--- config.mk ---
export PLATFORM = sky130hd
export DESIGN_NAME = flac_frame_header_finder
export DESIGN_NICKNAME = d
export VERILOG_FILES = /design/src/rtl/flac_fhf_pkg.sv /design/src/rtl/flac_frame_header_finder.sv
export SDC_FILE = /design/constraint.sdc
export NUM_CORES = 2
export LEC_CHECK = 0
export ABC_CLOCK_PERIOD_IN_PS = 39600
export BUFFER_PORTS_ARGS = -buffer_cell sky130_fd_sc_hd__buf_2
export CORE_ASPECT_RATIO = 0.5
export CORE_MARGIN = 4
export CORE_UTILIZATION = 55
export CTS_BUF_LIST = sky130_fd_sc_hd__clkbuf_16
export DETAILED_ROUTE_END_ITERATION = 12
export GPL_ROUTABILITY_DRIVEN = 1
export GPL_TIMING_DRIVEN = 1
export MAX_ROUTING_LAYER = met4
export PLACE_DENSITY = 0.78
export SLEW_MARGIN = 20
export SYNTH_ARGS = -nofsm -noshare
export SYNTH_HDL_FRONTEND = slang
export SYNTH_SLANG_ARGS = --single-unit
--- constraint.sdc ---
create_clock -name clk -period 39.6 [get_ports clk]
set_input_delay 5.94 -clock clk [delete_from_list [all_inputs] [get_ports clk]]
set_output_delay 5.94 -clock clk [all_outputs]
set_load 0.1 [all_outputs]
--- src/rtl/flac_fhf_pkg.sv ---
// package for the flac frame header finder
// holds the maximum header size, control state codes, register indexes, lookup tables and the crc-8 step
// no dependencies
`default_nettype none

package flac_fhf_pkg;

  localparam int HDR_MAX = 16;

  typedef logic [HDR_MAX-1:0][7:0] hdr_win_t;

  typedef enum logic [1:0] {
    ST_RUN,
    ST_FLUSH,
    ST_DRAIN,
    ST_EMIT
  } fhf_state_t;

  localparam logic [1:0] CFG_CHANNELS    = 2'd0;
  localparam logic [1:0] CFG_SAMPLE_BITS = 2'd1;
  localparam logic [1:0] CFG_SAMPLE_RATE = 2'd2;

  function automatic logic [19:0] rate_lookup(input logic [3:0] code);
    logic [19:0] r;
    case (code)
      4'd1:    r = 20'd88200;
      4'd2:    r = 20'd176400;
      4'd3:    r = 20'd192000;
      4'd4:    r = 20'd8000;
      4'd5:    r = 20'd16000;
      4'd6:    r = 20'd22050;
      4'd7:    r = 20'd24000;
      4'd8:    r = 20'd32000;
      4'd9:    r = 20'd44100;
      4'd10:   r = 20'd48000;
      4'd11:   r = 20'd96000;
      default: r = 20'd0;
    endcase
    return r;
  endfunction

  function automatic logic [5:0] size_lookup(input logic [2:0] code);
    logic [5:0] r;
    case (code)
      3'd1:    r = 6'd8;
      3'd2:    r = 6'd12;
      3'd4:    r = 6'd16;
      3'd5:    r = 6'd20;
      3'd6:    r = 6'd24;
      3'd7:    r = 6'd32;
      default: r = 6'd0;
    endcase
    return r;
  endfunction

  // one byte of crc-8, polynomial 0x07
  function automatic logic [7:0] crc8_byte(input logic [7:0] crc, input logic [7:0] b);
    logic [7:0] c;
    c = crc ^ b;
    for (int k = 0; k < 8; k++) begin
      c = c[7] ? ({c[6:0], 1'b0} ^ 8'h07) : {c[6:0], 1'b0};
    end
    return c;
  endfunction

endpackage

`default_nettype wire

--- src/rtl/flac_frame_header_finder.sv ---
// flac frame header finder, top level
// depends on flac_fhf_pkg
//
// usage: window bytes enter on the s_ channel, one per transfer, s_tlast on the
// final byte of a window. every byte position is checked as a header start once
// it and the 15 bytes after it have arrived; after the last byte the block checks
// the starts in the window tail, then drains its check pipeline (request, parse,
// multiply, slot update), then loads the result into the m_ output register once
// the drain is done and that register is free.
// throughput: one byte per cycle inside a window; after the last byte the input
// is held by the tail sweep, the pipeline drain and the result load.
// s_tready is low from the last byte until the result is loaded.
// a stalled receiver holds the result in the output register; the next window's
// bytes are still taken, and only the following result waits for it.
// configuration writes take effect the next cycle; the user must make them
// between windows, which the block itself does not enforce.
// reset (rst, synchronous) empties the window, the candidate slots and the output.
`default_nettype none

module flac_frame_header_finder #(
  parameter int WINDOW_MAX = 98304,
  parameter int CAND_SLOTS = 4
) (
  input  wire logic        clk,
  input  wire logic        rst,
  input  wire logic        s_tvalid,
  output logic             s_tready,
  input  wire logic [7:0]  s_tdata,   // data_byte
  input  wire logic        s_tlast,   // window_last
  output logic             m_tvalid,
  input  wire logic        m_tready,
  // found, header_offset[16:0], first_sample[51:0], block_samples[16:0],
  // header_bytes[4:0], zero fill
  output logic [95:0]      m_tdata,
  input  wire logic        cfg_we,
  input  wire logic [1:0]  cfg_index,
  input  wire logic [19:0] cfg_data
);

  localparam int PW = $clog2(WINDOW_MAX + 1);
  localparam int CW = $clog2(CAND_SLOTS + 1);
  localparam int HM = flac_fhf_pkg::HDR_MAX;

  // configuration
  logic [3:0]  stream_channels;
  logic [5:0]  stream_sample_bits;
  logic [19:0] stream_sample_rate;

  always_ff @(posedge clk) begin
    if (rst) begin
      stream_channels    <= 4'd2;
      stream_sample_bits <= 6'd16;
      stream_sample_rate <= 20'd44100;
    end else if (cfg_we) begin
      case (cfg_index)
        flac_fhf_pkg::CFG_CHANNELS:    stream_channels    <= cfg_data[3:0];
        flac_fhf_pkg::CFG_SAMPLE_BITS: stream_sample_bits <= cfg_data[5:0];
        flac_fhf_pkg::CFG_SAMPLE_RATE: stream_sample_rate <= cfg_data;
        default: ;
      endcase
    end
  end

  // control
  flac_fhf_pkg::fhf_state_t state, state_next;
  logic [3:0]            flush_step, flush_step_next;
  logic [PW-1:0]         pos, pos_next;
  flac_fhf_pkg::hdr_win_t hist, hist_next;
  logic                  accept, emit;

  logic                  req_v, req_v_next;
  flac_fhf_pkg::hdr_win_t req_win;
  logic [4:0]            req_n, req_n_next;
  logic [PW-1:0]         req_s, req_s_next;

  logic                  d_v, d_ok;
  logic [35:0]           d_num;
  logic [16:0]           d_blk;
  logic                  d_fixed;
  logic [4:0]            d_len;
  logic [PW-1:0]         d_s;

  logic                  m_v, m_ok;
  logic [51:0]           m_sample;
  logic [16:0]           m_blk;
  logic [4:0]            m_len;
  logic [PW-1:0]         m_s;

  logic [PW-1:0]         c_start  [CAND_SLOTS];
  logic [PW:0]           c_end    [CAND_SLOTS];
  logic [51:0]           c_sample [CAND_SLOTS];
  logic [16:0]           c_block  [CAND_SLOTS];
  logic                  c_ok     [CAND_SLOTS];
  logic [CW-1:0]         cand_count;
  logic                  window_decided;

  logic [PW:0]           flush_pos;

  assign s_tready  = (state == flac_fhf_pkg::ST_RUN);
  assign accept    = s_tvalid && s_tready;
  assign emit      = (state == flac_fhf_pkg::ST_EMIT) && (!m_tvalid || m_tready);
  assign flush_pos = {1'b0, pos} + {{(PW-3){1'b0}}, flush_step};

  always_comb begin
    state_next      = state;
    flush_step_next = flush_step;
    pos_next        = pos;
    hist_next       = hist;
    req_v_next      = 1'b0;
    req_n_next      = 5'(HM);
    req_s_next      = pos - PW'(HM - 1);
    case (state)
      flac_fhf_pkg::ST_RUN: begin
        if (accept) begin
          if (pos < PW'(WINDOW_MAX)) begin
            hist_next  = {s_tdata, hist[HM-1:1]};
            pos_next   = pos + 1'b1;
            req_v_next = (pos >= PW'(HM - 1)) && !window_decided;
          end
          if (s_tlast) begin
            state_next      = flac_fhf_pkg::ST_FLUSH;
            flush_step_next = 4'd1;
          end
        end
      end
      flac_fhf_pkg::ST_FLUSH: begin
        hist_next       = {8'h00, hist[HM-1:1]};
        req_v_next      = (flush_pos >= (PW+1)'(HM)) && !window_decided;
        req_s_next      = PW'(flush_pos - (PW+1)'(HM));
        req_n_next      = 5'(HM) - {1'b0, flush_step};
        flush_step_next = flush_step + 1'b1;
        if (flush_step == 4'(HM - 1)) begin
          state_next = flac_fhf_pkg::ST_DRAIN;
        end
      end
      flac_fhf_pkg::ST_DRAIN: begin
        if (!req_v && !d_v && !m_v) begin
          state_next = flac_fhf_pkg::ST_EMIT;
        end
      end
      flac_fhf_pkg::ST_EMIT: begin
        if (emit) begin
          state_next = flac_fhf_pkg::ST_RUN;
          pos_next   = '0;
        end
      end
      default: state_next = flac_fhf_pkg::ST_RUN;
    endcase
  end

  always_ff @(posedge clk) begin
    if (rst) begin
      state      <= flac_fhf_pkg::ST_RUN;
      flush_step <= 4'd0;
      pos        <= '0;
      hist       <= '0;
      req_v      <= 1'b0;
    end else begin
      state      <= state_next;
      flush_step <= flush_step_next;
      pos        <= pos_next;
      hist       <= hist_next;
      req_v      <= req_v_next;
    end
  end

  always_ff @(posedge clk) begin
    req_win <= hist_next;
    req_n   <= req_n_next;
    req_s   <= req_s_next;
  end

  // header parse, req_win[0] is the first header byte
  logic        p_ok;
  logic [35:0] p_num;
  logic [16:0] p_blk;
  logic [4:0]  p_at;
  logic [2:0]  p_extra;
  logic [3:0]  p_chans;
  logic [7:0]  crc_p [HM];

  always_comb begin
    logic [3:0] bs, sr, ch;
    logic [2:0] sz;
    logic [7:0] c;
    bs = req_win[2][7:4];
    sr = req_win[2][3:0];
    ch = req_win[3][7:4];
    sz = req_win[3][3:1];
    c  = req_win[4];
    p_chans = (ch < 4'd8) ? ch + 4'd1 : 4'd2;
    p_ok = (req_n >= 5'd5) && (req_win[0] == 8'hFF) && (req_win[1][7:1] == 7'h7C)
        && (bs != 4'd0) && (sr != 4'hF) && !req_win[3][0] && (ch <= 4'd10)
        && (sz != 3'd3) && (p_chans == stream_channels)
        && ((sz == 3'd0) || (flac_fhf_pkg::size_lookup(sz) == stream_sample_bits))
        && ((sr == 4'd0) || (sr >= 4'hC)
            || (flac_fhf_pkg::rate_lookup(sr) == stream_sample_rate));
    p_extra = 3'd0;
    p_num   = {28'd0, c};
    if (c[7]) begin
      if (c[7:5] == 3'b110) begin
        p_extra = 3'd1; p_num = {31'd0, c[4:0]};
      end else if (c[7:4] == 4'b1110) begin
        p_extra = 3'd2; p_num = {32'd0, c[3:0]};
      end else if (c[7:3] == 5'b11110) begin
        p_extra = 3'd3; p_num = {33'd0, c[2:0]};
      end else if (c[7:2] == 6'b111110) begin
        p_extra = 3'd4; p_num = {34'd0, c[1:0]};
      end else if (c[7:1] == 7'b1111110) begin
        p_extra = 3'd5; p_num = {35'd0, c[0]};
      end else if (c == 8'hFE) begin
        p_extra = 3'd6; p_num = '0;
      end else begin
        p_ok = 1'b0;
      end
    end
    if (req_n < 5'd5 + {2'b0, p_extra}) p_ok = 1'b0;
    for (int k = 1; k <= 6; k++) begin
      if (3'(k) <= p_extra) begin
        if (req_win[4+k][7:6] != 2'b10) p_ok = 1'b0;
        p_num = {p_num[29:0], req_win[4+k][5:0]};
      end
    end
    p_at = 5'd5 + {2'b0, p_extra};
    case (bs)
      4'd6: begin
        if (p_at + 5'd1 > req_n) p_ok = 1'b0;
        p_blk = {9'd0, req_win[p_at[3:0]]} + 17'd1;
        p_at  = p_at + 5'd1;
      end
      4'd7: begin
        if (p_at + 5'd2 > req_n) p_ok = 1'b0;
        p_blk = {1'b0, req_win[p_at[3:0]], req_win[4'(p_at + 5'd1)]} + 17'd1;
        p_at  = p_at + 5'd2;
      end
      4'd1:                   p_blk = 17'd192;
      4'd2, 4'd3, 4'd4, 4'd5: p_blk = 17'd576 << (bs - 4'd2);
      default:                p_blk = 17'd256 << (bs - 4'd8);
    endcase
    if (sr == 4'hC) p_at = p_at + 5'd1;
    else if (sr == 4'hD || sr == 4'hE) p_at = p_at + 5'd2;
    if (p_at + 5'd1 > req_n) p_ok = 1'b0;
    else if (crc_p[p_at[3:0]] != req_win[p_at[3:0]]) p_ok = 1'b0;
  end

  always_comb begin
    crc_p[0] = 8'h00;
    for (int k = 1; k < HM; k++) begin
      crc_p[k] = flac_fhf_pkg::crc8_byte(crc_p[k-1], req_win[k-1]);
    end
  end

  always_ff @(posedge clk) begin
    if (rst) begin
      d_v <= 1'b0;
      m_v <= 1'b0;
    end else begin
      d_v <= req_v;
      m_v <= d_v;
    end
  end

  always_ff @(posedge clk) begin
    d_ok     <= p_ok;
    d_num    <= p_num;
    d_blk    <= p_blk;
    d_fixed  <= !req_win[1][0];
    d_len    <= p_at + 5'd1;
    d_s      <= req_s;
    m_ok     <= d_ok;
    m_sample <= d_fixed ? 52'(d_num * d_blk) : {16'd0, d_num};
    m_blk    <= d_blk;
    m_len    <= d_len;
    m_s      <= d_s;
  end

  // candidate resolution
  logic            take;
  logic            elig   [CAND_SLOTS];
  logic            keep   [CAND_SLOTS];
  logic [CW-1:0]   rank   [CAND_SLOTS];
  logic            hit_any;
  logic [CW-1:0]   hit_idx;
  logic [CW-1:0]   n_cnt;
  logic            n_ok   [CAND_SLOTS];
  logic [PW-1:0]   n_start  [CAND_SLOTS];
  logic [PW:0]     n_end    [CAND_SLOTS];
  logic [51:0]     n_sample [CAND_SLOTS];
  logic [16:0]     n_block  [CAND_SLOTS];
  logic            decide, last_ok, add;

  assign take = m_v && m_ok && !window_decided;

  always_comb begin
    hit_any = 1'b0;
    hit_idx = '0;
    for (int i = 0; i < CAND_SLOTS; i++) begin
      elig[i] = (CW'(i) < cand_count) && !c_ok[i] && (c_end[i] <= {1'b0, m_s});
      if (!hit_any && elig[i]
          && ({1'b0, m_sample} == {1'b0, c_sample[i]} + {36'd0, c_block[i]})) begin
        hit_any = 1'b1;
        hit_idx = CW'(i);
      end
    end
    n_cnt = '0;
    for (int i = 0; i < CAND_SLOTS; i++) begin
      keep[i] = (CW'(i) < cand_count)
             && (!elig[i] || (hit_any && CW'(i) == hit_idx))
             && (!hit_any || CW'(i) <= hit_idx);
      rank[i] = n_cnt;
      if (keep[i]) n_cnt = n_cnt + 1'b1;
    end
    for (int j = 0; j < CAND_SLOTS; j++) begin
      n_ok[j]     = 1'b0;
      n_start[j]  = c_start[j];
      n_end[j]    = c_end[j];
      n_sample[j] = c_sample[j];
      n_block[j]  = c_block[j];
      for (int i = 0; i < CAND_SLOTS; i++) begin
        if (keep[i] && rank[i] == CW'(j)) begin
          n_ok[j]     = c_ok[i] || (hit_any && CW'(i) == hit_idx);
          n_start[j]  = c_start[i];
          n_end[j]    = c_end[i];
          n_sample[j] = c_sample[i];
          n_block[j]  = c_block[i];
        end
      end
    end
    decide  = (n_cnt != '0) && n_ok[0];
    last_ok = 1'b0;
    for (int j = 0; j < CAND_SLOTS; j++) begin
      if (CW'(j + 1) == n_cnt) last_ok = n_ok[j];
    end
    add = !decide && (n_cnt < CW'(CAND_SLOTS)) && !last_ok;
  end

  always_ff @(posedge clk) begin
    if (rst) begin
      cand_count     <= '0;
      window_decided <= 1'b0;
      for (int j = 0; j < CAND_SLOTS; j++) c_ok[j] <= 1'b0;
    end else if (emit) begin
      cand_count     <= '0;
      window_decided <= 1'b0;
    end else if (take) begin
      window_decided <= decide;
      cand_count     <= add ? n_cnt + 1'b1 : n_cnt;
      for (int j = 0; j < CAND_SLOTS; j++) begin
        c_ok[j] <= n_ok[j];
        if (add && CW'(j) == n_cnt) c_ok[j] <= 1'b0;
      end
    end
  end

  always_ff @(posedge clk) begin
    if (take) begin
      for (int j = 0; j < CAND_SLOTS; j++) begin
        c_start[j]  <= n_start[j];
        c_end[j]    <= n_end[j];
        c_sample[j] <= n_sample[j];
        c_block[j]  <= n_block[j];
        if (add && CW'(j) == n_cnt) begin
          c_start[j]  <= m_s;
          c_end[j]    <= {1'b0, m_s} + {{(PW-4){1'b0}}, m_len};
          c_sample[j] <= m_sample;
          c_block[j]  <= m_blk;
        end
      end
    end
  end

  // output register
  logic        r_found;
  logic [4:0]  r_len;

  assign r_found = (cand_count != '0);
  assign r_len   = 5'(c_end[0] - {1'b0, c_start[0]});

  always_ff @(posedge clk) begin
    if (rst) begin
      m_tvalid <= 1'b0;
    end else if (emit) begin
      m_tvalid <= 1'b1;
    end else if (m_tready) begin
      m_tvalid <= 1'b0;
    end
  end

  always_ff @(posedge clk) begin
    if (emit) begin
      m_tdata <= '0;
      if (r_found) begin
        m_tdata[0]     <= 1'b1;
        m_tdata[17:1]  <= 17'(c_start[0]);
        m_tdata[69:18] <= c_sample[0];
        m_tdata[86:70] <= c_block[0];
        m_tdata[91:87] <= r_len;
      end
    end
  end

  a_count_bound: assert property (@(posedge clk) disable iff (rst)
    cand_count <= CW'(CAND_SLOTS))
    else $error("candidate count beyond slot count");

  a_decided_slot: assert property (@(posedge clk) disable iff (rst)
    window_decided |-> (cand_count != '0) && c_ok[0])
    else $error("decided window without confirmed first slot");

  a_emit_drained: assert property (@(posedge clk) disable iff (rst)
    (state == flac_fhf_pkg::ST_EMIT) |-> !req_v && !d_v && !m_v)
    else $error("result emitted with checks in flight");

  a_emit_clears: assert property (@(posedge clk) disable iff (rst)
    emit |=> (cand_count == '0) && !window_decided && (pos == '0))
    else $error("window state not cleared after result");

endmodule

`default_nettype wire

==> flow_metrics.tcl <==
set metrics [dict create \
    ctsResizeCount 0 \
    finalNonFillerCells 10200 \
    layout.area.seq_sq_um 25900 \
    yosysWarnings 0 \
    rsz0062_at_grt "false" \
    ys_ff_latch 1036 \
    dieArea_sq_um 156000 \
    synth_edf_count 512 \
    synth.yosys.seq_area_share 0.315 \
    async_reset_ff_frac 0 \
    numCtsBuffers 96 \
    period_needed_ns 11.40 \
    clk_path_buf_depth 3 \
    drive_gt1_frac 0.101 \
    die_w_um 554 \
    clk_latency_ns 0.73 \
    grt_use_total 0.307 \
    worstPathArrival_ns 11.82 \
    cp_num_buf_inv 6 \
    buffer_ports.inserted 129 \
    core-area_sq_um 147000 \
    clock_skew_ns 0.0482 \
    tns_ns 0 \
    holdPathStages 0 \
    r2r_cells 41 \
    grt_max_degree 128 \
    peakVddDrop_mv 0.0792 \
    area_growth_pct 6.35 \
    htree_levels 3 \
    clk_pin_slew_ns 0.07 \
    layout_commonest_cell "nand2_1" \
    first_pass_iters 6 \
    p_leak_nw 34.0 \
    start_util 0.558 \
    gr-total-overflow 0 \
    r2r-start "c_sample[0][0]$_DFFE_PP_" \
    hold_path_class "reg -> reg" \
    r2r_end "c_block[0][20]$_DFFE_PP_" \
    via_per_inst 6.15 \
    ys.flop_type "dfxtp_1" \
    design_area_sq_um 87200 \
    synth_area_per_cell_sq_um 9.82 \
    cpMaxStageDelayCell "buf_4" \
    holdPathEnd "d_s[12]$_DFF_P_" \
    crit_type "reg -> reg" \
    grt_pass1_wl_um 362000 \
    power_density_nw_per_um2 32.9 \
    fin_util 0.594 \
    worst_pin_slew_ns 1.18 \
    root_buffer "clkbuf_16" \
    clkSinkCount 1036 \
    r2r_slack_ns 28.20 \
    slowest_delay_ns 0.78 \
    critPathCaptureType "flop" \
    hpwl_um 170000 \
    netlist_area_sq_um 82000 \
    synth_cell_type_count 94 \
    dp_cells 10000 \
    syn_inst 8349 \
    pin_count 134 \
    crit_fanout 77 \
    drtAntennaViolNets 0 \
    startpoint_type "flop" \
    fin_nets 9034 \
    multi_input_area_sq_um 51800 \
    cts-hold-fix-buffers 0 \
    required_ns 40.02 \
    rows 99 \
    drc 0 \
    cts_tree "yes" \
    worstHoldStart "req_s[12]$_DFF_P_" \
    placed_cell_area_sq_um 84100 \
    routed_wl_um 235000 \
    clock.fmax_mhz 87.7 \
    crit_family "compound AO/OA/AOI/OAI gates" \
    cp_common_cell "a21o_1" \
    status "finished clean" \
    fillers 12200 \
    layout_common_cells "nand2_1, inv_1, xnor2_1" \
    whs_ns 0.321 \
    gp_congestion 1.05 \
    grt_pass1_vias 61300 \
    vias 62700 \
    postCtsSetupBuffers 0 \
    die_h_um 281 \
    drtIter0Drc 7207 \
    cap_violations 0 \
    min_period_over_period 0.288 \
    setup_violations 0 \
    wl_per_cell_um 23.0 \
    antenna_found_initial 3 \
    report.final.slew_viol_count 0 \
    relSlewSlack 0.211 \
    hold_viol 0 \
]
-- area by class of cell --
type,instances,share of cell area
Multi-Input combinational cell,6118,0.594
Sequential cell,1036,0.297
Clock buffer,100,0.0287
Tap cell,1969,0.0282
Inverter,645,0.0278
Timing Repair Buffer,248,0.0179
Clock inverter,76,0.00670
Antenna cell,4,0.000115
-- synthesized netlist by cell type (11+ instances only) --
library cell / number / area share
clkbuf_1: 478 / 0.022
a31oi_1: 43 / 0.0033
xor2_1: 273 / 0.029
xnor3_2: 11 / 0.0032
nor2_1: 472 / 0.022
a22o_1: 128 / 0.014
o21ai_0: 283 / 0.017
mux2_2: 232 / 0.032
nor4_1: 50 / 0.0038
and4_1: 22 / 0.0023
a22oi_1: 14 / 0.0013
xor2_2: 12 / 0.0024
edfxtp_1: 512 / 0.19
inv_1: 639 / 0.029
nand2_1: 918 / 0.042
o221ai_1: 16 / 0.0017
o22ai_1: 31 / 0.0024
dfxtp_1: 524 / 0.13
ha_1: 338 / 0.052
nand4_1: 50 / 0.0038
and3_1: 73 / 0.0056
o21a_1: 14 / 0.0013
a21o_1: 145 / 0.013
nor3_1: 87 / 0.0053
or3_1: 22 / 0.0017
mux2i_1: 323 / 0.039
xnor2_2: 25 / 0.0050
a211oi_1: 49 / 0.0045
nand2b_1: 38 / 0.0029
buf_1: 65 / 0.0030
o31ai_1: 23 / 0.0021
o211ai_1: 20 / 0.0018
a21oi_1: 399 / 0.024
nor2b_1: 162 / 0.012
fa_1: 515 / 0.13
nand3b_1: 17 / 0.0016
xnor3_1: 45 / 0.012
mux4_2: 89 / 0.024
nand3_1: 139 / 0.0085
a21boi_0: 14 / 0.0013
o21bai_1: 19 / 0.0017
and2_1: 257 / 0.020
xnor2_1: 564 / 0.060
a211o_1: 13 / 0.0014
-- power by group --
group	total (mW)	internal, mW	leakage (nW)	switching (mW)
logic	0.749	0.310	25.0	0.439
registers	1.19	1.15	7.46	0.0363
clock network	0.931	0.495	1.57	0.435
total	2.87	1.96	34.0	0.911
-- state kept, by name, summed over array words and instances (netlist names), 5 cells and up, named ones only --
register and flops:
c_block 68, c_end 72, c_sample 208, c_start 68, d_blk 17, d_len 5, d_num 36, d_s 17
hist 128, m_blk 17, m_len 5, m_s 17, m_sample 52, m_tdata 92, pos 17, req_n 5
req_s 17, req_win 128, stream_sample_bits 6, stream_sample_rate 20
-- cells by family (layout without fill, tap and decap cells) --
| group | Yosys count | in the layout | share of synthesized area |
|---|---|---|---|
| AOI/OAI and AO/OA | 1303 | 1303 | 0.101 |
| adders and majority gates | 853 | 853 | 0.177 |
| DFF | 1036 | 1036 | 0.315 |
| other | 1 | 8 | 0.0000457 |
| xor gates and xnor gates | 950 | 950 | 0.118 |
| and+or+nand+nor | 2364 | 2364 | 0.137 |
| muxes | 644 | 644 | 0.0957 |
| buffers and inverters | 1198 | 1069 | 0.0551 |
-- worst max path at each step --
stage                                  start                         to  slack (ns)  cells after the start
floorplan           c_sample[0][0]$_DFFE_PP_   c_block[1][17]$_DFFE_PP_       25.84                     39
global placement    c_sample[0][0]$_DFFE_PP_   c_block[0][27]$_DFFE_PP_       28.51                     41
detailed placement  c_sample[0][0]$_DFFE_PP_  c_sample[1][98]$_DFFE_PP_       28.41                     41
CTS                 c_sample[0][0]$_DFFE_PP_   c_block[0][20]$_DFFE_PP_       28.34                     41
global route         c_block[0][0]$_DFFE_PP_  c_sample[0][53]$_DFFE_PP_       27.56                     41
finish              c_sample[0][0]$_DFFE_PP_   c_block[0][20]$_DFFE_PP_       28.20                     41
-- per-stage QoR --
step / total power, mW / setup WS (ns)
finish: 2.87 / 28.20
global route: 2.99 / 27.56
detailed placement: 1.95 / 28.41
CTS: 2.87 / 28.34
floorplan: 1.80 / 25.84
global placement: 1.94 / 28.51
-- per-layer routing --
| layer | GRT usage | share of wire |
|---|---|---|
| met1 | 0.415 | 0.41 |
| met2 | 0.448 | 0.43 |
| met3 | 0.0792 | 0.13 |
| met4 | 0.108 | 0.041 |
| met5 | - | 0 |
Power figures use the tool's default switching activity.
